===== config.mk =====
export PLATFORM = sky130hd
export DESIGN_NAME = dpcc_ctrl
export DESIGN_NICKNAME = d
export VERILOG_FILES = /design/src/rtl/dpcc_pkg.sv /design/src/rtl/dpcc_ctrl.sv
export SDC_FILE = /design/constraint.sdc
export NUM_CORES = 1
export LEC_CHECK = 0
export BUFFER_PORTS_ARGS = -buffer_cell sky130_fd_sc_hd__buf_2
export CORE_AREA = 3 3 40 42
export DETAILED_ROUTE_END_ITERATION = 8
export DIE_AREA = 0 0 43 45
export PLACE_DENSITY_LB_ADDON = 0.3
export SLEW_MARGIN = 20
export SYNTH_ARGS = -nofsm -noshare
export SYNTH_HDL_FRONTEND = slang
export SYNTH_SLANG_ARGS = --single-unit

===== constraint.sdc =====
create_clock -name clk_i -period 1.3 [get_ports clk_i]
set_input_delay 0.065 -clock clk_i [delete_from_list [all_inputs] [get_ports clk_i]]
set_output_delay 0.065 -clock clk_i [all_outputs]
set_load 0.05 [all_outputs]

===== src/rtl/dpcc_pkg.sv =====
// dosing pump cycle controller package: phase, command and state encodings,
// controller/datapath command and status structs; no dependencies
package dpcc_pkg;

  typedef enum logic [1:0] {
    PH_IDLE    = 2'd0,
    PH_START   = 2'd1,
    PH_PUMP    = 2'd2,
    PH_LOCKOUT = 2'd3
  } phase_e;

  typedef enum logic [2:0] {
    CMD_NONE    = 3'd0,
    CMD_SETUP   = 3'd1,
    CMD_RUN     = 3'd2,
    CMD_STOP    = 3'd3,
    CMD_WORK    = 3'd4,
    CMD_RELEASE = 3'd5
  } motor_cmd_e;

  typedef enum logic [2:0] {
    ST_IDLE,
    ST_DIV_TOTAL,
    ST_DIV_SHARE,
    ST_STEP,
    ST_OUT
  } ctrl_state_e;

  localparam logic [2:0] REG_CAL   = 3'd0;
  localparam logic [2:0] REG_CYC   = 3'd1;
  localparam logic [2:0] REG_DOSE  = 3'd2;
  localparam logic [2:0] REG_FB    = 3'd3;
  localparam logic [2:0] REG_DEBUG = 3'd4;

  localparam int unsigned CfgDataW = 16;
  localparam int unsigned DivSteps = 32;

  // controller -> datapath
  typedef struct packed {
    logic accept;     // latch input transaction, start update divide
    logic div_start;  // start target / duration divide
    logic step;       // apply the phase step
  } dp_cmd_t;

  // datapath -> controller
  typedef struct packed {
    logic div_busy;
  } dp_status_t;

endpackage


===== src/rtl/dpcc_ctrl.sv =====
// controller state machine sequencing accept, divides, phase step and output
// depends on dpcc_pkg
module dpcc_ctrl
  import dpcc_pkg::*;
(
  input  logic       clk_i,
  input  logic       rst_ni,
  input  logic       in_valid_i,
  output logic       in_ready_o,
  output logic       out_valid_o,
  input  logic       out_ready_i,
  input  dp_status_t status_i,
  output dp_cmd_t    cmd_o
);
  ctrl_state_e state_q, state_d;
  logic        kick_q, kick_d;

  always_comb begin
    state_d = state_q;
    kick_d  = 1'b0;
    case (state_q)
      ST_IDLE: begin
        if (in_valid_i) begin
          state_d = ST_DIV_TOTAL;
          kick_d  = 1'b1;
        end
      end
      ST_DIV_TOTAL: begin
        if (!kick_q && !status_i.div_busy) begin
          state_d = ST_DIV_SHARE;
          kick_d  = 1'b1;
        end
      end
      ST_DIV_SHARE: begin
        if (!kick_q && !status_i.div_busy) state_d = ST_STEP;
      end
      ST_STEP: state_d = ST_OUT;
      ST_OUT: begin
        if (out_ready_i) state_d = ST_IDLE;
      end
      default: state_d = ST_IDLE;
    endcase
  end

  always_comb begin
    cmd_o           = '0;
    in_ready_o      = (state_q == ST_IDLE);
    out_valid_o     = (state_q == ST_OUT);
    cmd_o.accept    = (state_q == ST_IDLE) && in_valid_i;
    cmd_o.div_start = (state_q == ST_DIV_TOTAL) && !kick_q && !status_i.div_busy;
    cmd_o.step      = (state_q == ST_STEP);
  end

  always_ff @(posedge clk_i or negedge rst_ni) begin
    if (!rst_ni) begin
      state_q <= ST_IDLE;
      kick_q  <= 1'b0;
    end else begin
      state_q <= state_d;
      kick_q  <= kick_d;
    end
  end

`ifndef SYNTHESIS
  a_out_after_step: assert property (@(posedge clk_i) disable iff (!rst_ni)
    cmd_o.step |=> out_valid_o) else $error("step not followed by output");
  a_no_accept_busy: assert property (@(posedge clk_i) disable iff (!rst_ni)
    out_valid_o |-> !in_ready_o) else $error("accept while result pending");
  a_step_idle_div: assert property (@(posedge clk_i) disable iff (!rst_ni)
    cmd_o.step |-> !status_i.div_busy) else $error("step during divide");
`endif
endmodule


Word level (Yosys, flattened, before mapping)
Cells that the tools add are included.
W data, S select, Z words.
{ "op_classes": {"eq_ne": 8, "mux": 8, "reduce_logical": 8} }
{ "op_table": {"columns": ["operator", "count"], "rows": [
  ["$pmux W3 S5", 1],
  ["$mux W3", 4],
  ["$eq A3 B2 Y1 const B", 2],
  ["$ne A2 B2 Y1 const B", 3],
  ["$logic_and A1 B1 Y1", 4],
  ["$reduce_and A4 Y1", 1],
  ["$eq A3 B1 Y1 const B", 1],
  ["$eq A3 B3 Y1 const B", 1],
  ["$logic_not A3 Y1", 1],
  ["$logic_not A1 Y1", 2],
  ["$mux W1", 2],
  ["$ne A2 B1 Y1 const B", 1],
  ["$pmux W1 S2", 1]
]} }
{ "totals": {"regBits": 4, "out_inout_bits": 5} }

Longest topological paths before layout
Gate-level depths: netlist of the first run.
{ "logic_depth": {"ltp_word": 4, "ltp_mapped": 3} }

Least setup slack after synthesis of the first run
OpenSTA, ideal clock, no wires.
{ "synth_timing": {"path_kind": "reg2out", "start": "register state_q[2]", "end": "output port cmd_o[2] in the netlist's numbering", "arrival_ps": 2195, "path_slack_ps": -960, "path_stages_with_launch": 4, "path_buffers": 1, "cell_sequence": "dfrtp_1 > buf_2 > nor3_1 > and2_1"} }
{ "synth_rtl": {"columns": ["item", "line", "rtl"], "rows": [
  ["from (decl)", "dpcc_ctrl.sv:15", "ctrl_state_e state_q, state_d;"],
  ["from (signal assigned)", "dpcc_ctrl.sv:59", "state_q <= state_d;"],
  ["to (decl)", "dpcc_ctrl.sv:13", "output dp_cmd_t cmd_o"]
]} }

==> results of run 1 <==
==> kinds of logic (layout without fill, tap and decap cells) <==
kind of cell | after synthesis | count (layout) | synth area share [%]
AO/OA/AOI/OAI | 4 | 4 | 17.1
buffers and inverters | 3 | 21 | 6.08
flip-flops | 4 | 4 | 44.2
AND/OR/NAND/NOR | 11 | 11 | 32.6
==> layout make-up <==
| class | count | area (µm²) | share of cell area, % |
|---|---|---|---|
| Multi-Input combinational cell | 15 | 149 | 34.5 |
| Timing Repair Buffer | 16 | 130 | 30.1 |
| Sequential cell | 4 | 104 | 24.1 |
| Clock buffer | 4 | 26.3 | 6.09 |
| Tap cell | 15 | 18.8 | 4.35 |
| Inverter | 1 | 3.75 | 0.870 |
==> placed cells by master, fill, tap and decap left out <==
cell | Yosys | routed
a211oi_2 | 1 | 1
and2_4 | 0 | 1
and4b_1 | 1 | 1
buf_2 | 2 | 6
buf_4 | 0 | 4
buf_6 | 0 | 4
buf_8 | 0 | 1
clkbuf_1 | 0 | 1
clkbuf_4 | 0 | 3
dfrtp_1 | 4 | 1
dfrtp_2 | 0 | 3
dlygate4sd3_1 | 0 | 1
inv_1 | 1 | 1
nand2_1 | 1 | 1
nand2b_1 | 1 | 1
nor2_1 | 1 | 1
nor3_4 | 0 | 2
nor3b_4 | 0 | 1
o21ai_0 | 1 | 1
o2bb2ai_1 | 1 | 1
o31ai_2 | 1 | 1
or3_1 | 1 | 1
or3b_2 | 1 | 1
or3b_4 | 1 | 1
==> per-stage QoR <==
stage	cell area, µm²	TNS [ns]	instances	total power, mW
after detailed placement	340	0	47	0.867
after global placement	340	0	47	0.859
after global routing	432	-0.203	55	1.22
after floorplan	273	-0.164	22	0.749
after CTS	420	-0.151	54	1.15
final	432	-0.0968	55	1.16
==> critical path: cells and delay by family (launching register included) <==
family | cells | cell delay (ns)
buf+inv | 1 | 0.18
simple gates | 2 | 0.53
flops | 1 | 0.37
==> power by group through the flow <==
stage / clock network (mW) / logic [mW] / registers (mW)
floorplan: 0 / 0.522 / 0.227
global placement: 0 / 0.584 / 0.275
detailed placement: 0 / 0.586 / 0.282
CTS: 0.180 / 0.694 / 0.278
global route: 0.186 / 0.764 / 0.273
finish: 0.175 / 0.720 / 0.265
==> worst paths after layout <==
check / slack [ns] / end
worst max-delay path: -0.1 / cmd_o[1]
worst min-delay path: 0.09 / state_q[2]
worst max register to register: 0 / state_q[0]
worst min register to register: 0.59 / state_q[2]
max in group asynchronous: 1.01 / state_q[2]
min in group asynchronous: 0.15 / kick_q
==> timing repair <==
item	4_1_cts	5_1_grt
hold endpoints to repair	4	0
setup buffers	2	1
resized for setup	10	1
setup endpoints to repair	5	4
pin swaps	4	1
hold buffers	1	0
==> state kept, by name (all words and copies together) (netlist names) <==
register  count
state_q       3
kick_q        1
==> metal layers <==
layer,part of all wire (%),up-vias,global-route usage [%],wire (µm)
met3,2.7,2,0,17
met2,56,5,12.0,359
li1,-,114,-,-
met4,2.2,0,9.04,14
met1,38,105,7.86,244
met5,0,-,0,0
==> impl_metrics.tcl, run 1 <==
set metrics [dict create \
    worst_pin_slew_ns 0.252 \
    pin_count 10 \
    ys_seq_area_share_pct 44.2 \
    holdWs_ns 0.0910 \
    synth_top_area_share_pct 44.2 \
    globalplace.congestion 0.700 \
    hold_class "input port to register" \
    dieArea_mm2 0.00194 \
    first_pass_iters 4 \
    fin_util_pct 33.6 \
    max_freq_mhz 716 \
    critPathMaxStageDelay_ns 0.41 \
    min_from "out_ready_i" \
    core_region_area_mm2 0.00128 \
    finalMaxSlewViolations 0 \
    rsz0062_at_grt "yes" \
    cp.arrival_ns 1.33 \
    synthCells 22 \
    yosys_warnings 0 \
    clockRootBuffer "clkbuf_4" \
    ant_nets 0 \
    syn-num-nets 27 \
    finalCriticalPeriod_ns 1.40 \
    cts_buffers 3 \
    path_clk_slew_ns 0.05 \
    crit_slowest_cell "or3b_4" \
    worstSetupStartpoint "kick_q" \
    final_hold_viol_count 0 \
    comb_power_share_pct 62.0 \
    die_h_um 45 \
    synth_most_common_cell "dfrtp_1" \
    areaGrowthSynthToFinish_pct 90.6 \
    io_buffer_count 9 \
    intPower_mw 0.630 \
    synth_edf_count 0 \
    worst_slack_ns -0.0962 \
    start_util_pct 17.6 \
    fin_crit_sh_pct 107 \
    skew_ns 0.0107 \
    crit_chain "or3b_4 -> nor3_4 -> buf_6" \
    synth_area_leaders "dfrtp_1 44%, a211oi_2 5.5%, o31ai_2 5.5%, or3b_4 5.0%, and4b_1 4.4%" \
    cts_tree "built" \
    insertion_delay_ns 0.24 \
    n_antenna_cell 0 \
    grt_max_degree 9 \
    finalWirelength_um 636 \
    reg2reg_from "state_q[1]" \
    cts.path.max_buffers 2 \
    post_drt_wl_per_cell_um 11.6 \
    ys.flop_type "dfrtp_1" \
    p_sw_share_pct 45.7 \
    syn-cell-area_um2 226 \
    antenna_found_initial 0 \
    grt_pass1_wl_um 972 \
    reg2regPathDepth 3 \
    cp-start-kind "register" \
    rows 13 \
    postSynthAreaPerCell_um2 10.3 \
    p_seq_share_pct 22.9 \
    drcViolationCount 0 \
    drive_gt1_share_pct 72.5 \
    leakage_nw 0.192 \
    n_fill_cell 135 \
    worstPathRequired_ns 1.24 \
    violations "setup timing" \
    grt_pass1_vias 231 \
    setup_violations 2 \
    drv_cap 0 \
    p_per_area_mw_per_mm2 2690 \
    place_ws_ns 0.0400 \
    status "complete, but fails checks" \
    post-dp-hpwl_um 426 \
    peakVddDrop_uv 894 \
    path_class "register to output pin" \
    end_kind "output pin" \
    relSlewSlack_pct 83.3 \
    clock_power_share_pct 15.1 \
    htree_levels 1 \
    yosysUniqueCellTypes 17 \
    grt-ovfl-total 0 \
    first_iter_violations 5 \
    crit_fanout 2 \
    cts_sinks 4 \
    vias 226 \
    hold-path-cell-count 3 \
    fin_nets 46 \
    die_x_um 43 \
    switchingPower_mw 0.531 \
    synth.top_cells.by_count "4 x dfrtp_1, 2 x buf_2, 2 x nor3_1" \
    synth_area_leader_cell "dfrtp_1" \
    ys_async_sr_fraction_pct 100 \
    synth_seq_cells 4 \
    grt_use_total_pct 7.29 \
    vias_per_cell 4.11 \
]
Note: power is estimated with default switching activity, not from simulation.
==> inputs of run 2 (changes only) <==
--- a/config.mk
+++ b/config.mk
@@ -6,8 +6,8 @@
 export NUM_CORES = 1
 export LEC_CHECK = 0
-export BUFFER_PORTS_ARGS = -buffer_cell sky130_fd_sc_hd__buf_2
 export CORE_AREA = 3 3 40 42
 export DETAILED_ROUTE_END_ITERATION = 8
 export DIE_AREA = 0 0 43 45
+export DONT_BUFFER_PORTS = 1
 export PLACE_DENSITY_LB_ADDON = 0.3
 export SLEW_MARGIN = 20
==> constraint.sdc (replaced) <==
create_clock -name clk_i -period 1.6 [get_ports clk_i]
set_input_delay 0.08 -clock clk_i [delete_from_list [all_inputs] [get_ports clk_i]]
set_output_delay 0.08 -clock clk_i [all_outputs]
set_load 0.1 [all_outputs]
==> impl_metrics.tcl, run 2 (synthesis gave the netlist of run 1 again) <==
set metrics [dict create \
    crit_buf_inv 1 \
    core_region_area_mm2 0.00128 \
    max_freq_mhz 680 \
    pin_count 10 \
    layout_commonest_cell "dfrtp_1" \
    start_util_pct 17.6 \
    worstPathRequired_ns 1.52 \
    r2r_slack_ns 0.33 \
    cts.path.max_buffers 2 \
    worst_slack_ns 0.129 \
    cp-start-kind "register" \
    post-dp-hpwl_um 406 \
    final_hold_viol_count 0 \
    areaGrowthSynthToFinish_pct 68.5 \
    end_kind "output pin" \
    fin_nets 36 \
    reg2reg_to "state_q[1]" \
    crit_family "flip-flops" \
    dieArea_mm2 0.00194 \
    n_antenna_cell 0 \
    grt_max_degree 10 \
    n_fill_cell 135 \
    status "complete, no violations" \
    grt_pass1_vias 229 \
    place_area_um2 349 \
    post_drt_wl_per_cell_um 11.6 \
    path_class "register to output pin" \
    rows 13 \
    grt-ovfl-total 0 \
    drcViolationCount 0 \
    io_buffer_count 0 \
    antenna_found_initial 0 \
    drive_gt1_share_pct 58.6 \
    drv_cap 0 \
    reg2reg_from "state_q[1]" \
    htree_levels 1 \
    place_ws_ns 0.334 \
    layout_common_cells "4 x dfrtp_1, 3 x clkbuf_4, 3 x buf_12, 2 x nor3_4, 2 x buf_4" \
    ant_nets 0 \
    reg2regPathDepth 2 \
    largest_register_ffs 3 \
    top_register "state_q" \
    first_iter_violations 1 \
    vias 202 \
    crit_fanout 9 \
    crit_slowest_cell "dfrtp_1" \
    finalWirelength_um 510 \
    largestRegisters "state_q (3), kick_q (1)" \
    cts_buffers 3 \
    min_to "state_q[2]" \
    path_clk_slew_ns 0.04 \
    skew_ns 0.00445 \
    hold_class "input port to register" \
    first_pass_iters 2 \
    fin_crit_sh_pct 91.9 \
    critPathMaxStageDelay_ns 0.60 \
    finalCriticalPeriod_ns 1.47 \
    die_h_um 45 \
    worst_pin_slew_ns 0.458 \
    setup_violations 0 \
    die_x_um 43 \
    cts_sinks 4 \
    cts_resized 0 \
    globalplace.congestion 0.669 \
    finalMaxSlewViolations 0 \
    fin_area_um2 382 \
    grt_pass1_wl_um 1000 \
    rsz0062_at_grt "no" \
    insertion_delay_ns 0.24 \
    crit_chain "nor3b_4 -> buf_12" \
    min_from "out_ready_i" \
    clockRootBuffer "clkbuf_4" \
    hold-path-cell-count 2 \
    cp.arrival_ns 1.39 \
    grt_use_total_pct 7.44 \
    relSlewSlack_pct 69.4 \
    cts_tree "built" \
    vias_per_cell 4.59 \
]
## run 2: routing by layer
layer | global-route usage (%) | share of wire [%]
met4 | 9.04 | 3.1
met1 | 7.06 | 35
met2 | 10.8 | 50
met5 | 0 | 0
met3 | 3.59 | 11
## run 2: worst max path at each step
stage / from / to / slack (ns) / cells after the start
global route: state_q[2] / out_valid_o / 0.04 / 2
global placement: state_q[1] / state_q[0] / 0.34 / 2
floorplan: state_q[1] / cmd_o[2] / -0.27 / 3
CTS: state_q[2] / out_valid_o / 0.12 / 2
finish: state_q[2] / out_valid_o / 0.13 / 2
detailed placement: state_q[1] / state_q[1] / 0.33 / 2
## run 2: cell type report
type,instances,area (µm²),area share [%]
clock buffer,3,22.5,5.90
inverter,1,3.75,0.984
multi-input combinational,15,151,39.7
sequential,4,100,26.2
tap,15,18.8,4.92
timing repair buffer,6,85.1,22.3
## run 2: worst register-to-register path, cell delays in order (launching register included)
cell	delay, ns
dfrtp_1	0.61
or3b_2	0.50
o31ai_2	0.07
## run 2: what timing repair did
action | 4_1_cts | 5_1_grt
buffers inserted | 0 | 0
hold endpoints to repair | 4 | 0
hold buffers | 1 | 0
## run 2: through the flow
| step | hold slack [ns] | cells | setup TNS (ns) | util (%) |
|---|---|---|---|---|
| after floorplan | -0.216 | 22 | -0.413 | - |
| after global placement | -0.215 | 40 | 0 | 27.2 |
| after detailed placement | -0.215 | 40 | 0 | 27.2 |
| after CTS | 0.0151 | 44 | 0 | 29.7 |
| after global routing | 0.0148 | 44 | 0 | 29.7 |
| final | 0.0189 | 44 | 0 | 29.7 |
Power of run 2 is left out: the tool's default activity adds up to more than one toggle a clock period on the data nets, which glitch-free logic cannot reach.
==> inputs of run 3 (changes only) <==
clock period = 1.75 ns   (was 1.6 ns; I/O delays follow)
==> impl_metrics.tcl, run 3 (synthesis gave the netlist of run 1 again) <==
set metrics [dict create \
    final_hold_viol_count 0 \
    cts_setup_buffers 0 \
    clockRootBuffer "clkbuf_4" \
    antenna_found_initial 0 \
    path_class "register to output pin" \
    finalCriticalPeriod_ns 1.65 \
    status "complete, no violations" \
    post-dp-hpwl_um 368 \
    cts_sinks 4 \
    htree_levels 1 \
    hold_class "input port to register" \
    n_fill_cell 144 \
    layout_commonest_cell "dfrtp_1" \
    grt-ovfl-total 0 \
    layout_common_cells "4 x dfrtp_1, 3 x clkbuf_4, 3 x buf_4, 2 x nor3_4, 2 x buf_12" \
    cts_tree "built" \
    areaGrowthSynthToFinish_pct 62.4 \
    post_drt_wl_per_cell_um 10.6 \
    grt_pass1_wl_um 834 \
    rows 13 \
    worstSetupStartpoint "state_q[0]" \
    wl_met1_um 231 \
    first_iter_violations 7 \
    rsz0062_at_grt "no" \
    io_buffer_count 0 \
    reg2reg_to "state_q[0]" \
    fin_crit_sh_pct 94.2 \
    finalWirelength_um 465 \
    largest_register_ffs 3 \
    first_pass_iters 4 \
    vias_per_cell 4.45 \
    hold-path-cell-count 2 \
    reg2reg_from "state_q[0]" \
    r2r_slack_ns 0.47 \
    vias 196 \
    place_ws_ns 0.344 \
    multi_input_area_um2 150 \
    wl_met2_um 208 \
    grt_use_total_pct 6.04 \
    min_from "out_ready_i" \
    worst_slack_ns 0.101 \
    crit_fanout 7 \
    core_region_area_mm2 0.00128 \
    largestRegisters "state_q (3), kick_q (1)" \
    globalplace.congestion 0.673 \
    top_register "state_q" \
    cp-start-kind "register" \
    dieArea_mm2 0.00194 \
    fin_nets 36 \
    path_clk_slew_ns 0.04 \
    worstPathRequired_ns 1.66 \
    ant_nets 0 \
    pin_count 10 \
    cts.path.max_buffers 2 \
    finalMaxSlewViolations 0 \
    drv_cap 0 \
    grt_max_degree 10 \
    cts_buffers 3 \
    start_util_pct 17.6 \
    worst_pin_slew_ns 0.451 \
    die_x_um 43 \
    insertion_delay_ns 0.23 \
    top_layer "met3" \
    max_freq_mhz 606 \
    grt_pass1_vias 204 \
    reg2regPathDepth 2 \
    cp.arrival_ns 1.56 \
    skew_ns 0.000620 \
    min_to "state_q[2]" \
    n_antenna_cell 0 \
    relSlewSlack_pct 69.9 \
    drcViolationCount 0 \
    met3_wirelength_um 26 \
    regArea_um2 100 \
    drive_gt1_share_pct 58.6 \
    setup_violations 0 \
    die_h_um 45 \
    end_kind "output pin" \
]
run 3: stage by stage:
step | instances | util (%) | hold WS [ns] | area (µm²) | TNS (ns)
2_1_floorplan | 22 | - | -0.208 | 262 | -0.527
3_3_place_gp | 40 | 26.1 | -0.208 | 335 | 0
3_5_place_dp | 40 | 26.1 | -0.208 | 335 | 0
4_1_cts | 44 | 28.6 | 0.0253 | 368 | 0
5_1_grt | 44 | 28.6 | 0.0255 | 368 | 0
6_report | 44 | 28.6 | 0.0248 | 368 | 0
run 3: worst max-delay path by stage:
| stage | endpoint | slack, ns | cells after the start |
|---|---|---|---|
| 6_report | cmd_o[1] | 0.10 | 3 |
| 3_5_place_dp | cmd_o[1] | 0.34 | 3 |
| 5_1_grt | cmd_o[1] | 0.05 | 3 |
| 2_1_floorplan | cmd_o[2] | -0.30 | 3 |
| 3_3_place_gp | cmd_o[1] | 0.37 | 3 |
| 4_1_cts | cmd_o[1] | 0.09 | 3 |
run 3: cell type report:
type                       count  area share, %
sequential                     4           27.2
clock buffer                   3           6.12
tap                           15           5.10
multi-input combinational     15           40.8
timing repair buffer           6           19.7
inverter                       1           1.02
run 3: critical path, stage by stage, from the launching register on:
cell,delay (ns)
dfrtp_1,0.50
or3b_4,0.47
nor3_4,0.16
buf_12,0.20
run 3: what timing repair did:
item | 4_1_cts | 5_1_grt
gates resized for setup | 0 | 0
hold endpoints to repair | 4 | 0
hold buffers | 1 | 0
run 3: routing by layer:
layer,up-vias,global-route usage (%)
met2,8,7.49
met1,93,7.88
met3,0,3.59
met4,0,3.61
li1,95,-
met5,-,0
Power of run 3 is left out for the same reason.
