==> src/rtl/dpcc_pkg.sv <==
// dosing pump cycle controller package: phase, command and state encodings,
// controller/datapath command and status structs; no dependencies
package dpcc_pkg;

  typedef enum logic [1:0] {
    PH_IDLE    = 2'd0,
    PH_START   = 2'd1,
    PH_PUMP    = 2'd2,
    PH_LOCKOUT = 2'd3
  } phase_e;

  typedef enum logic [2:0] {
    CMD_NONE    = 3'd0,
    CMD_SETUP   = 3'd1,
    CMD_RUN     = 3'd2,
    CMD_STOP    = 3'd3,
    CMD_WORK    = 3'd4,
    CMD_RELEASE = 3'd5
  } motor_cmd_e;

  typedef enum logic [2:0] {
    ST_IDLE,
    ST_DIV_TOTAL,
    ST_DIV_SHARE,
    ST_STEP,
    ST_OUT
  } ctrl_state_e;

  localparam logic [2:0] REG_CAL   = 3'd0;
  localparam logic [2:0] REG_CYC   = 3'd1;
  localparam logic [2:0] REG_DOSE  = 3'd2;
  localparam logic [2:0] REG_FB    = 3'd3;
  localparam logic [2:0] REG_DEBUG = 3'd4;

  localparam int unsigned CfgDataW = 16;
  localparam int unsigned DivSteps = 32;

  // controller -> datapath
  typedef struct packed {
    logic accept;     // latch input transaction, start update divide
    logic div_start;  // start target / duration divide
    logic step;       // apply the phase step
  } dp_cmd_t;

  // datapath -> controller
  typedef struct packed {
    logic div_busy;
  } dp_status_t;

endpackage

==> src/rtl/dpcc_divider.sv <==
// shared radix-2 restoring divider, 32-bit dividend by 16-bit divisor
// depends on dpcc_pkg
module dpcc_divider
  import dpcc_pkg::*;
(
  input  logic        clk_i,
  input  logic        rst_ni,
  input  logic        start_i,
  input  logic [31:0] dividend_i,
  input  logic [15:0] divisor_i,
  output logic        busy_o,
  output logic [31:0] quot_o
);
  logic [31:0] quot_q, quot_d;
  logic [16:0] rem_q, rem_d;
  logic [15:0] div_q, div_d;
  logic [5:0]  cnt_q, cnt_d;
  logic [16:0] trial;
  logic [17:0] sub;

  always_comb begin
    quot_d = quot_q;
    rem_d  = rem_q;
    div_d  = div_q;
    cnt_d  = cnt_q;
    trial  = {rem_q[15:0], quot_q[31]};
    sub    = {1'b0, trial} - {2'b0, div_q};
    if (start_i) begin
      quot_d = dividend_i;
      rem_d  = '0;
      div_d  = divisor_i;
      cnt_d  = 6'(DivSteps);
    end else if (cnt_q != '0) begin
      if (!sub[17]) begin
        rem_d = sub[16:0];
        quot_d = {quot_q[30:0], 1'b1};
      end else begin
        rem_d = trial;
        quot_d = {quot_q[30:0], 1'b0};
      end
      cnt_d = cnt_q - 6'd1;
    end
  end

  always_ff @(posedge clk_i or negedge rst_ni) begin
    if (!rst_ni) begin
      cnt_q <= '0;
    end else begin
      cnt_q <= cnt_d;
    end
  end

  always_ff @(posedge clk_i) begin
    quot_q <= quot_d;
    rem_q  <= rem_d;
    div_q  <= div_d;
  end

  assign busy_o = (cnt_q != '0);
  assign quot_o = quot_q;
endmodule

==> src/rtl/dpcc_datapath.sv <==
// datapath: latched config, phase registers, multiplier, shared divider use
// depends on dpcc_pkg, dpcc_divider
module dpcc_datapath
  import dpcc_pkg::*;
#(
  parameter int unsigned CYCLE_PERIOD_MS = 1000
) (
  input  logic        clk_i,
  input  logic        rst_ni,
  input  dp_cmd_t     cmd_i,
  output dp_status_t  status_o,
  input  logic [15:0] cfg_cal_i,
  input  logic [15:0] cfg_cyc_i,
  input  logic [15:0] cfg_dose_i,
  input  logic        cfg_fb_i,
  input  logic        cfg_debug_i,
  input  logic        enable_i,
  input  logic [31:0] feedback_count_i,
  input  logic [31:0] now_ms_i,
  input  logic        update_strobe_i,
  input  logic        driver_present_i,
  input  logic        driver_default_i,
  output logic [1:0]  phase_o,
  output logic        busy_flag_o,
  output logic        error_flag_o,
  output logic [2:0]  motor_command_o,
  output logic [15:0] total_dispensed_o,
  output logic [15:0] cycles_left_o,
  output logic [15:0] dose_per_cycle_o,
  output logic        feedback_clear_o,
  output logic        feedback_channel_on_o
);
  // latched input transaction
  logic        en_q, strobe_q, present_q, dflt_q;
  logic [31:0] fb_q, now_q;
  logic [15:0] cal_cfg_q, cyc_cfg_q;
  logic        fbm_q, dbgm_q;
  logic [31:0] prod_q;
  logic [31:0] upd_quot_q;

  phase_e      phase_q, phase_d;
  logic        debug_q, debug_d, fbl_q, fbl_d, dfl_q, dfl_d, held_q, held_d;
  logic [15:0] cal_q, cal_d, dur_q, dur_d, dose_q, dose_d, cyc_q, cyc_d;
  logic [31:0] target_q, target_d, cend_q, cend_d, dl_q, dl_d;
  logic [15:0] total_q, total_d;
  logic        busy_q, busy_d, err_q, err_d;
  motor_cmd_e  mcmd_q, mcmd_d;
  logic        clr_q, clr_d;

  logic        div_start, div_busy;
  logic [31:0] div_a, div_quot;
  logic [15:0] div_b, cal_new, dur_new;
  logic [31:0] per;

  assign cal_new = (cfg_cal_i != '0) ? cfg_cal_i : 16'd1;
  assign dur_new = (cyc_cfg_q != '0) ? cyc_cfg_q : 16'd1;

  // first divide: update report, fb / cal_latched; second: target / duration
  assign div_start = cmd_i.accept || cmd_i.div_start;
  assign div_a     = cmd_i.accept ? feedback_count_i : prod_q;
  assign div_b     = cmd_i.accept ? cal_q : dur_new;

  dpcc_divider u_div (
    .clk_i      (clk_i),
    .rst_ni     (rst_ni),
    .start_i    (div_start),
    .dividend_i (div_a),
    .divisor_i  (div_b),
    .busy_o     (div_busy),
    .quot_o     (div_quot)
  );

  assign status_o.div_busy = div_busy;

  always_ff @(posedge clk_i) begin
    if (cmd_i.accept) begin
      en_q       <= enable_i;
      strobe_q   <= update_strobe_i;
      present_q  <= driver_present_i;
      dflt_q     <= driver_default_i;
      fb_q       <= feedback_count_i;
      now_q      <= now_ms_i;
      cal_cfg_q  <= cal_new;
      cyc_cfg_q  <= cfg_cyc_i;
      fbm_q      <= cfg_fb_i;
      dbgm_q     <= cfg_debug_i;
      prod_q     <= cal_new * cfg_dose_i;
    end
    if (cmd_i.div_start) upd_quot_q <= div_quot;
  end

  assign per = (div_quot == '0) ? 32'd1 : div_quot;

  always_comb begin
    phase_d  = phase_q;   debug_d = debug_q; fbl_d = fbl_q; dfl_d = dfl_q;
    held_d   = held_q;    cal_d = cal_q;     dur_d = dur_q;
    dose_d   = dose_q;    cyc_d = cyc_q;     target_d = target_q;
    cend_d   = cend_q;    dl_d = dl_q;       total_d = total_q;
    busy_d   = busy_q;    err_d = err_q;
    mcmd_d   = mcmd_q;    clr_d = clr_q;
    if (cmd_i.step) begin
      mcmd_d = CMD_NONE;
      clr_d  = 1'b0;
      if (strobe_q && cal_q != '0) total_d = upd_quot_q[15:0];
      case (phase_q)
        PH_IDLE: begin
          if (en_q) begin
            if (!present_q) begin
              held_d = 1'b0; phase_d = PH_LOCKOUT; err_d = 1'b1;
            end else begin
              held_d = 1'b1;
              dfl_d  = dflt_q;
              if (!dflt_q) begin
                mcmd_d = CMD_SETUP; phase_d = PH_LOCKOUT;
              end else begin
                // product of two 16-bit values never reaches the overflow limit
                fbl_d    = fbm_q;
                debug_d  = dbgm_q;
                cal_d    = cal_cfg_q;
                dur_d    = dur_new;
                clr_d    = 1'b1;
                target_d = prod_q;
                cyc_d    = dur_new;
                dose_d   = per[15:0];
                dl_d     = now_q;
                total_d  = '0;
                busy_d   = 1'b1;
                err_d    = 1'b0;
                mcmd_d   = CMD_SETUP;
                phase_d  = PH_START;
              end
            end
          end
        end
        PH_START: begin
          if (now_q > dl_q) begin
            if (!en_q || (target_q <= fb_q && !debug_q)) begin
              phase_d = PH_LOCKOUT; busy_d = 1'b0;
            end else begin
              cend_d  = 32'(dur_q - cyc_q) * 32'(dose_q);
              dl_d    = dl_q + 32'(CYCLE_PERIOD_MS);
              if (cyc_q != '0) cyc_d = cyc_q - 16'd1;
              mcmd_d  = CMD_RUN;
              phase_d = PH_PUMP;
            end
          end
        end
        PH_PUMP: begin
          if (target_q <= fb_q || cend_q <= fb_q || !en_q) begin
            if (!(debug_q && en_q)) begin
              mcmd_d = CMD_STOP; phase_d = PH_START;
            end
          end else begin
            mcmd_d = CMD_WORK;
          end
        end
        default: begin
          if (!en_q) begin
            err_d = 1'b0; phase_d = PH_IDLE;
            if (held_q) begin
              mcmd_d = CMD_RELEASE; held_d = 1'b0;
            end
          end else if (held_q && !dfl_q) begin
            mcmd_d = CMD_WORK;
          end
        end
      endcase
    end
  end

  always_ff @(posedge clk_i or negedge rst_ni) begin
    if (!rst_ni) begin
      phase_q <= PH_IDLE; debug_q <= 1'b0; fbl_q <= 1'b0; dfl_q <= 1'b0;
      held_q <= 1'b0; cal_q <= '0; dur_q <= '0; dose_q <= '0; cyc_q <= '0;
      target_q <= '0; cend_q <= '0; dl_q <= '0; total_q <= '0;
      busy_q <= 1'b0; err_q <= 1'b0; mcmd_q <= CMD_NONE; clr_q <= 1'b0;
    end else begin
      phase_q <= phase_d; debug_q <= debug_d; fbl_q <= fbl_d; dfl_q <= dfl_d;
      held_q <= held_d; cal_q <= cal_d; dur_q <= dur_d; dose_q <= dose_d;
      cyc_q <= cyc_d; target_q <= target_d; cend_q <= cend_d; dl_q <= dl_d;
      total_q <= total_d; busy_q <= busy_d; err_q <= err_d;
      mcmd_q <= mcmd_d; clr_q <= clr_d;
    end
  end

  assign phase_o               = phase_q;
  assign busy_flag_o           = busy_q;
  assign error_flag_o          = err_q;
  assign motor_command_o       = mcmd_q;
  assign total_dispensed_o     = total_q;
  assign cycles_left_o         = cyc_q;
  assign dose_per_cycle_o      = dose_q;
  assign feedback_clear_o      = clr_q;
  assign feedback_channel_on_o = fbl_q;

`ifndef SYNTHESIS
  a_release_held: assert property (@(posedge clk_i) disable iff (!rst_ni)
    (mcmd_q == CMD_RELEASE) |-> (phase_q == PH_IDLE && !held_q))
    else $error("release without idle");
  a_clear_setup: assert property (@(posedge clk_i) disable iff (!rst_ni)
    clr_q |-> (mcmd_q == CMD_SETUP)) else $error("clear without setup");
  a_run_pump: assert property (@(posedge clk_i) disable iff (!rst_ni)
    (mcmd_q == CMD_RUN) |-> (phase_q == PH_PUMP)) else $error("run outside pumping");
`endif
endmodule

==> config.mk <==
export PLATFORM = sky130hd
export DESIGN_NAME = dpcc_datapath
export DESIGN_NICKNAME = d
export VERILOG_FILES = /design/src/rtl/dpcc_pkg.sv /design/src/rtl/dpcc_divider.sv /design/src/rtl/dpcc_datapath.sv
export SDC_FILE = /design/constraint.sdc
export NUM_CORES = 2
export LEC_CHECK = 0
export BUFFER_PORTS_ARGS = -buffer_cell sky130_fd_sc_hd__buf_4
export CAP_MARGIN = 20
export CORE_ASPECT_RATIO = 0.7
export CORE_UTILIZATION = 40
export DETAILED_ROUTE_END_ITERATION = 8
export GPL_TIMING_DRIVEN = 1
export PLACE_DENSITY = 0.52
export SYNTH_ARGS = -nofsm -noshare
export SYNTH_HDL_FRONTEND = slang
export SYNTH_HIERARCHICAL = 1
export SYNTH_SLANG_ARGS = --single-unit
==> constraint.sdc <==
create_clock -name clk_i -period 11.14 [get_ports clk_i]
set_clock_uncertainty 0.05 [all_clocks]
set_input_delay 0.557 -clock clk_i [delete_from_list [all_inputs] [get_ports clk_i]]
set_output_delay 0.557 -clock clk_i [all_outputs]
set_load 0.05 [all_outputs]
**After elaboration in Yosys (flattened, before gate mapping)**

Index checks and enable logic that the tools add are counted.

- Add/subtract/negate cells: 5
- Multiply operators: 2
- Divide/modulo/power cells: 0
- $lt $le $gt $ge: 3
- Equal/unequal tests: 14
- Shifts and indexed selects: 0
- Multiplexer cells: 66
- Bitwise gates (word level): 2
- Reductions and logical operators: 30

Operators by type and width:

| operator | count |
|---|---|
| 16-bit 2-to-1 mux | 16 |
| 32-bit 2-to-1 mux | 8 |
| 32-bit <= comparator | 2 |
| 32-bit case mux with 2 select lines | 1 |
| 16-bit nonzero test | 4 |
| 32-bit by 10-bit adder with 32-bit output, second input constant | 1 |
| 32-bit > comparator | 1 |
| 32-bit logical NOT | 1 |
| 16-bit by 16-bit multiplier with 32-bit output | 1 |
| 17-bit by 17-bit multiplier with 32-bit output | 1 |
| 16-bit case mux with 2 select lines | 1 |
| 2-bit 2-to-1 mux | 10 |
| 1-bit 2-to-1 mux | 19 |
| 2-bit inequality test, second input constant | 9 |
| 17-bit by 16-bit subtractor with 18-bit output | 1 |
| 16-bit by 16-bit subtractor with 17-bit output | 1 |
| 16-bit by 1-bit subtractor with 16-bit output, second input constant | 1 |
| 7-bit AND reduction | 2 |
| 3-bit 2-to-1 mux | 4 |
| 6-bit 2-to-1 mux | 2 |
| 4-bit AND reduction | 3 |
| 5-bit AND reduction | 2 |
| 3-bit case mux with 3 select lines | 1 |
| 8-bit AND reduction | 1 |
| other kinds (17) | 29 |

- Bits in registers: 408
- Latch bits: 0
- Memory bits (writable): 0
- Bits in read-only memories: 0
- Input bits: 123
- Output and inout bits: 58
- Word-level logic and storage cells: 155
- Memories kept: 0

**Depth between registers and ports, before layout**

- Depth after elaboration: 7
- Depth in mapped cells: 35
- Depth with buffers taken out: 35

**By module**

Netlist, hierarchy kept.

By module, submodules not included:

| module | times used | cells each | area each (um2) | sequential area each (um2) |
|---|---|---|---|---|
| dpcc_datapath | 1 | 3,494 | 34,976.0 | 9,208.8 |
| dpcc_divider | 1 | 316 | 3,639.7 | 1,911.8 |

**Worst setup path after synthesis**

No wires, ideal clock.

- Path type: register to register
- Start point: register cyc_q[1], in the netlist cycles_left_o[1]
- End point: register cend_q[31]
- Library setup time: 0.129 ns
- Arrival time: 8.159 ns
- Required time: 10.961 ns
- Path slack: 2.802 ns
- Stages on the path, launching flop included: 35
- Path buffers: 1
- Clock period less this slack: 8.338 ns
- Cell sequence: dfrtp_1 -> inv_1 -> ha_1 -> nor2b_1 -> o21ai_0 -> a21boi_1 -> o21ai_0 -> a21oi_1 -> a41oi_1 -> nor2b_1 -> xnor2_1 -> clkbuf_1 -> and2_1 -> fa_1 -> inv_1 -> fa_1 -> fa_1 -> inv_1 -> fa_1 -> fa_1 -> inv_1 -> fa_1 -> inv_1 -> ha_1 -> a211oi_1 -> o21ai_1 -> a31o_2 -> a21o_1 -> a31oi_1 -> o21bai_1 -> a31oi_1 -> o21ai_1 -> xnor2_1 -> xnor2_1 -> o21ai_1

- Cells in the longest elaborated chain, start to end: 2

Ends and longest elaborated chain:

| what | line | source |
|---|---|---|
| start, declared | dpcc_datapath.sv:43 | `logic [15:0] cal_q, cal_d, dur_q, dur_d, dose_q, dose_d, cyc_q, cyc_d;` |
| start signal, assigned | dpcc_datapath.sv:180 | `cyc_q <= cyc_d; target_q <= target_d; cend_q <= cend_d; dl_q <= dl_d;` |
| 16-bit by 16-bit subtractor with 17-bit output | dpcc_datapath.sv:140 | `cend_d = 32'(dur_q - cyc_q) * 32'(dose_q);` |
| 17-bit by 17-bit multiplier with 32-bit output | dpcc_datapath.sv:140 |  |
| end signal, assigned | dpcc_datapath.sv:180 |  |
| end, declared | dpcc_datapath.sv:44 | `logic [31:0] target_q, target_d, cend_q, cend_d, dl_q, dl_d;` |

No other way between the ends.
A chain may end at the register's enable or synchronous reset.

**Worst setup path after layout**

- Start point: register cyc_q[0], in the netlist cycles_left_o[0]
- End point: register cend_q[31]

Same word-level chain as after synthesis.

==> summary.md <==
| Metric | Value |
|---|---|
| Max-cap violation count | 0 |
| Detailed Route WL | 106300 um |
| Top post-synthesis cells by area | fa_1 (24%), edfxtp_1 (15%), dfrtp_1 (13%) |
| TritonRoute pass-1 iters | 5 |
| Simple-gate share of the synthesized area | 12.76% |
| Compound-Gate Fraction of Synth Area | 8.243% |
| Post-Synth Adder-Cell Area | 34.29% |
| Tmin final | 9.517 ns |
| Cell Area, Synth | 0.03862 sq mm |
| TritonCTS clock tree | done |
| First-pass GRT wire length | 168300 um |
| Worst-path clk slew | 0.06 ns |
| Hold Fails Final Rpt | 0 |
| Worst EP arrival | 9.90 ns |
| Slew margin rel. | 30.00% |
| Post-synthesis cell count | 3810 |
| CP endpoint kind | flip-flop |
| Register area share after synthesis | 28.80% |
| Initial Utilization | 40.74% |
| Worst Tran Pin Value | 1.050 ns |
| IO Port Bufs | 180 |
| Wire length per cell | 20.43 um |
| DR vias | 26820 |
| Root Buffer | clkbuf_16 |
| Row Count | 94 |
| Main combinational cell family by area after synthesis | adder cells |
| Synth warnings | 6 |
| Post-Synth XOR/XNOR Area | 2.223% |
| Clock latency on the worst-skew pair | 0.61 ns |
| Ys async rst share | 47.55% |
| Mean Syn Cell Area | 10.14 sq um |
| Period utilization | 85.43% |
| Largest net degree at the start of global routing | 128 |
| Grt total ovfl | 0 |
| Distinct cells, synth | 86 |
| Area of the die | 0.09780 sq mm |
| Vias in the first global route | 27560 |
| DR DRC count | 0 |
| Commonest cells post-synth | inv_1 (693), fa_1 (457), nand2_1 (382) |
| Clk buf depth | 3 |
| Crit start category | flip-flop |
| Die Y | 262.0 um |
| Area share of the largest cell type after synthesis | 23.69% |
| Synthesized net count | 4713 |
| Total I/O pin count | 181 |
| Layout cells sized above 1 | 12.36% |
| Die width | 373.4 um |
| Post-DP HPWL | 80270 um |
| Sink Count | 408 |
| Antenna-violating nets left | 0 |
| Clock buffer count from CTS | 45 |
| Initial antenna violation count | 4 |
| Most frequent CP cell | fa_1 |
| Drt initial violations | 1898 |
| Area leader, netlist | fa_1 |
| Area grow syn2layout | 10.78% |
| CP Max Fanout | 6 |
| WS Path Type | reg -> reg |
| Post-synth EDFFs | 198 |
| Hold Crit Class | in -> reg |
| Post-synthesis mux area share | 5.401% |
| Most numerous cell in the Yosys netlist | inv_1 |
| Synth Flop Type | edfxtp_1 |
| Unrepaired setup endpoints after global routing | no |
| Post-cts sizing count | 0 |
| Final setup viols | 0 |
| FF+latch count, synth | 408 |
| H-tree levels | 2 |
| Nets@finish | 4822 |
| Core area | 0.09480 sq mm |
| Fmax | 105.1 MHz |
| Via-to-Cell Ratio | 5.154 |
| Run status | complete, no violations |
| Placer Congestion | 0.8711 |
| Fin. max-slew vios | 0 |
| Worst path required time | 11.53 ns |
| Slowest CP cell | xnor2_1 |
| Sum Neg Setup Slack | 0 ns |
| GRT Total Usage | 22.48% |
| Crit path largest cell delay | 0.76 ns |
## flip-flops by register name, summed over array words and instances, names as in the netlist, 2 cells and up
signal and count:
u_div/quot_o 32, total_dispensed_o 16, cal_cfg_q 16, cycles_left_o 16, motor_command_o 3, u_div/rem_q 16
dose_per_cycle_o 16, phase_o 2, u_div/cnt_q 6, dl_q 32, now_q 32, target_q 32
cend_q 32, cal_q 16, u_div/div_q 16, prod_q 32, dur_q 16, fb_q 32
upd_quot_q 16, cyc_cfg_q 16
## layer usage
layer | global-route usage, % | share of wire [%]
met3 | 4.614 | 6.3
met5 | 0 | 0.023
met4 | 4.127 | 1.7
met2 | 31.77 | 40
met1 | 35.27 | 52
## logic make-up (layout without fill, tap and decap cells)
| kind of cell | after synthesis | count (layout) |
|---|---|---|
| flops | 408 | 408 |
| fa+ha+maj | 785 | 785 |
| buf+inv | 846 | 991 |
| other cells | 0 | 1 |
| mux | 188 | 188 |
| simple gates | 994 | 994 |
| compound gates | 491 | 491 |
| xor+xnor | 98 | 98 |
## layout by cell type, fill, tap and decap left out, types with 9 or more instances in the layout
cell type / instances
a22oi_1: 13
nor4_1: 25
clkbuf_16: 46
o31ai_1: 12
edfxtp_1: 198
ha_1: 322
o22ai_1: 26
mux2i_1: 25
nand2_1: 381
xor2_1: 33
nor3_1: 30
buf_4: 211
a211o_1: 11
nand3_1: 41
nor2_1: 119
a211oi_1: 17
a21o_1: 46
nor2b_1: 43
dfxtp_1: 16
nand2b_1: 16
dfrtp_1: 194
nand4_1: 29
and2_1: 238
xnor2_1: 61
a21oi_1: 132
o21ai_0: 91
or3_1: 11
mux2_2: 163
clkbuf_1: 9
and3_1: 26
o21ai_1: 30
fa_1: 457
a31oi_1: 11
o21a_1: 21
inv_1: 693
## per-stage QoR
| step | hold WS [ns] | setup slack [ns] | util (%) | cells | cell area, sq um |
|---|---|---|---|---|---|
| finish | 0.07239 | 1.623 | 45.13 | 5204 | 42780 |
| global route | 0.04270 | 1.072 | 45.12 | 5203 | 42770 |
| CTS | 0.03181 | 1.625 | 45.12 | 5203 | 42770 |
| detailed placement | 0.4117 | 1.694 | 43.54 | 5119 | 41280 |
| global placement | 0.4099 | 1.877 | 43.54 | 5119 | 41280 |
| floorplan | 0.2114 | 2.802 | - | 3810 | 38620 |
## what timing repair did
item | in CTS | in global routing
hold buffers | 1 | 0
buffers inserted | 0 | 0
hold endpoints to repair | 71 | 0
## worst max-delay path, delay by kind of cell, from the launching register on
kind	cells	cell delay, ns
AND/OR/NAND/NOR	3	0.47
buffers and inverters	4	0.21
XOR/XNOR	3	1.08
adder cells (fa/ha/maj)	9	3.89
AO/OA/AOI/OAI	15	3.22
flip-flops	1	0.43
## final timing paths
kind | from | to | slack (ns) | cells after the start
worst max register to register | cycles_left_o[0]$_DFFE_PN0P_ | cend_q[31]$_DFFE_PN0P_ | 1.62 | 34
min in group asynchronous | rst_ni | dl_q[9]$_DFFE_PN0P_ | 0.45 | 2
worst max-delay path | cycles_left_o[0]$_DFFE_PN0P_ | cend_q[31]$_DFFE_PN0P_ | 1.62 | 34
worst min register to register | cal_cfg_q[0]$_DFFE_PP_ | cal_q[0]$_DFFE_PN0P_ | 0.39 | 1
max in group asynchronous | rst_ni | cend_q[29]$_DFFE_PN0P_ | 9.18 | 3
worst min-delay path | cfg_cyc_i[1] | cyc_cfg_q[1]$_DFFE_PP_ | 0.07 | 1
## layout make-up
cell class	instances	area [sq um]
sequential	408	11120
clock inverter	26	274.0
fill	9080	52020
antenna	1	2.502
clock buffer	57	1212
timing repair buffer	215	1643
multi-input combinational	2556	24360
inverter	693	2601
tap	1248	1562
Power is not shown: default switching activity piles up to over one toggle a cycle in this logic, so the estimate is an artifact.
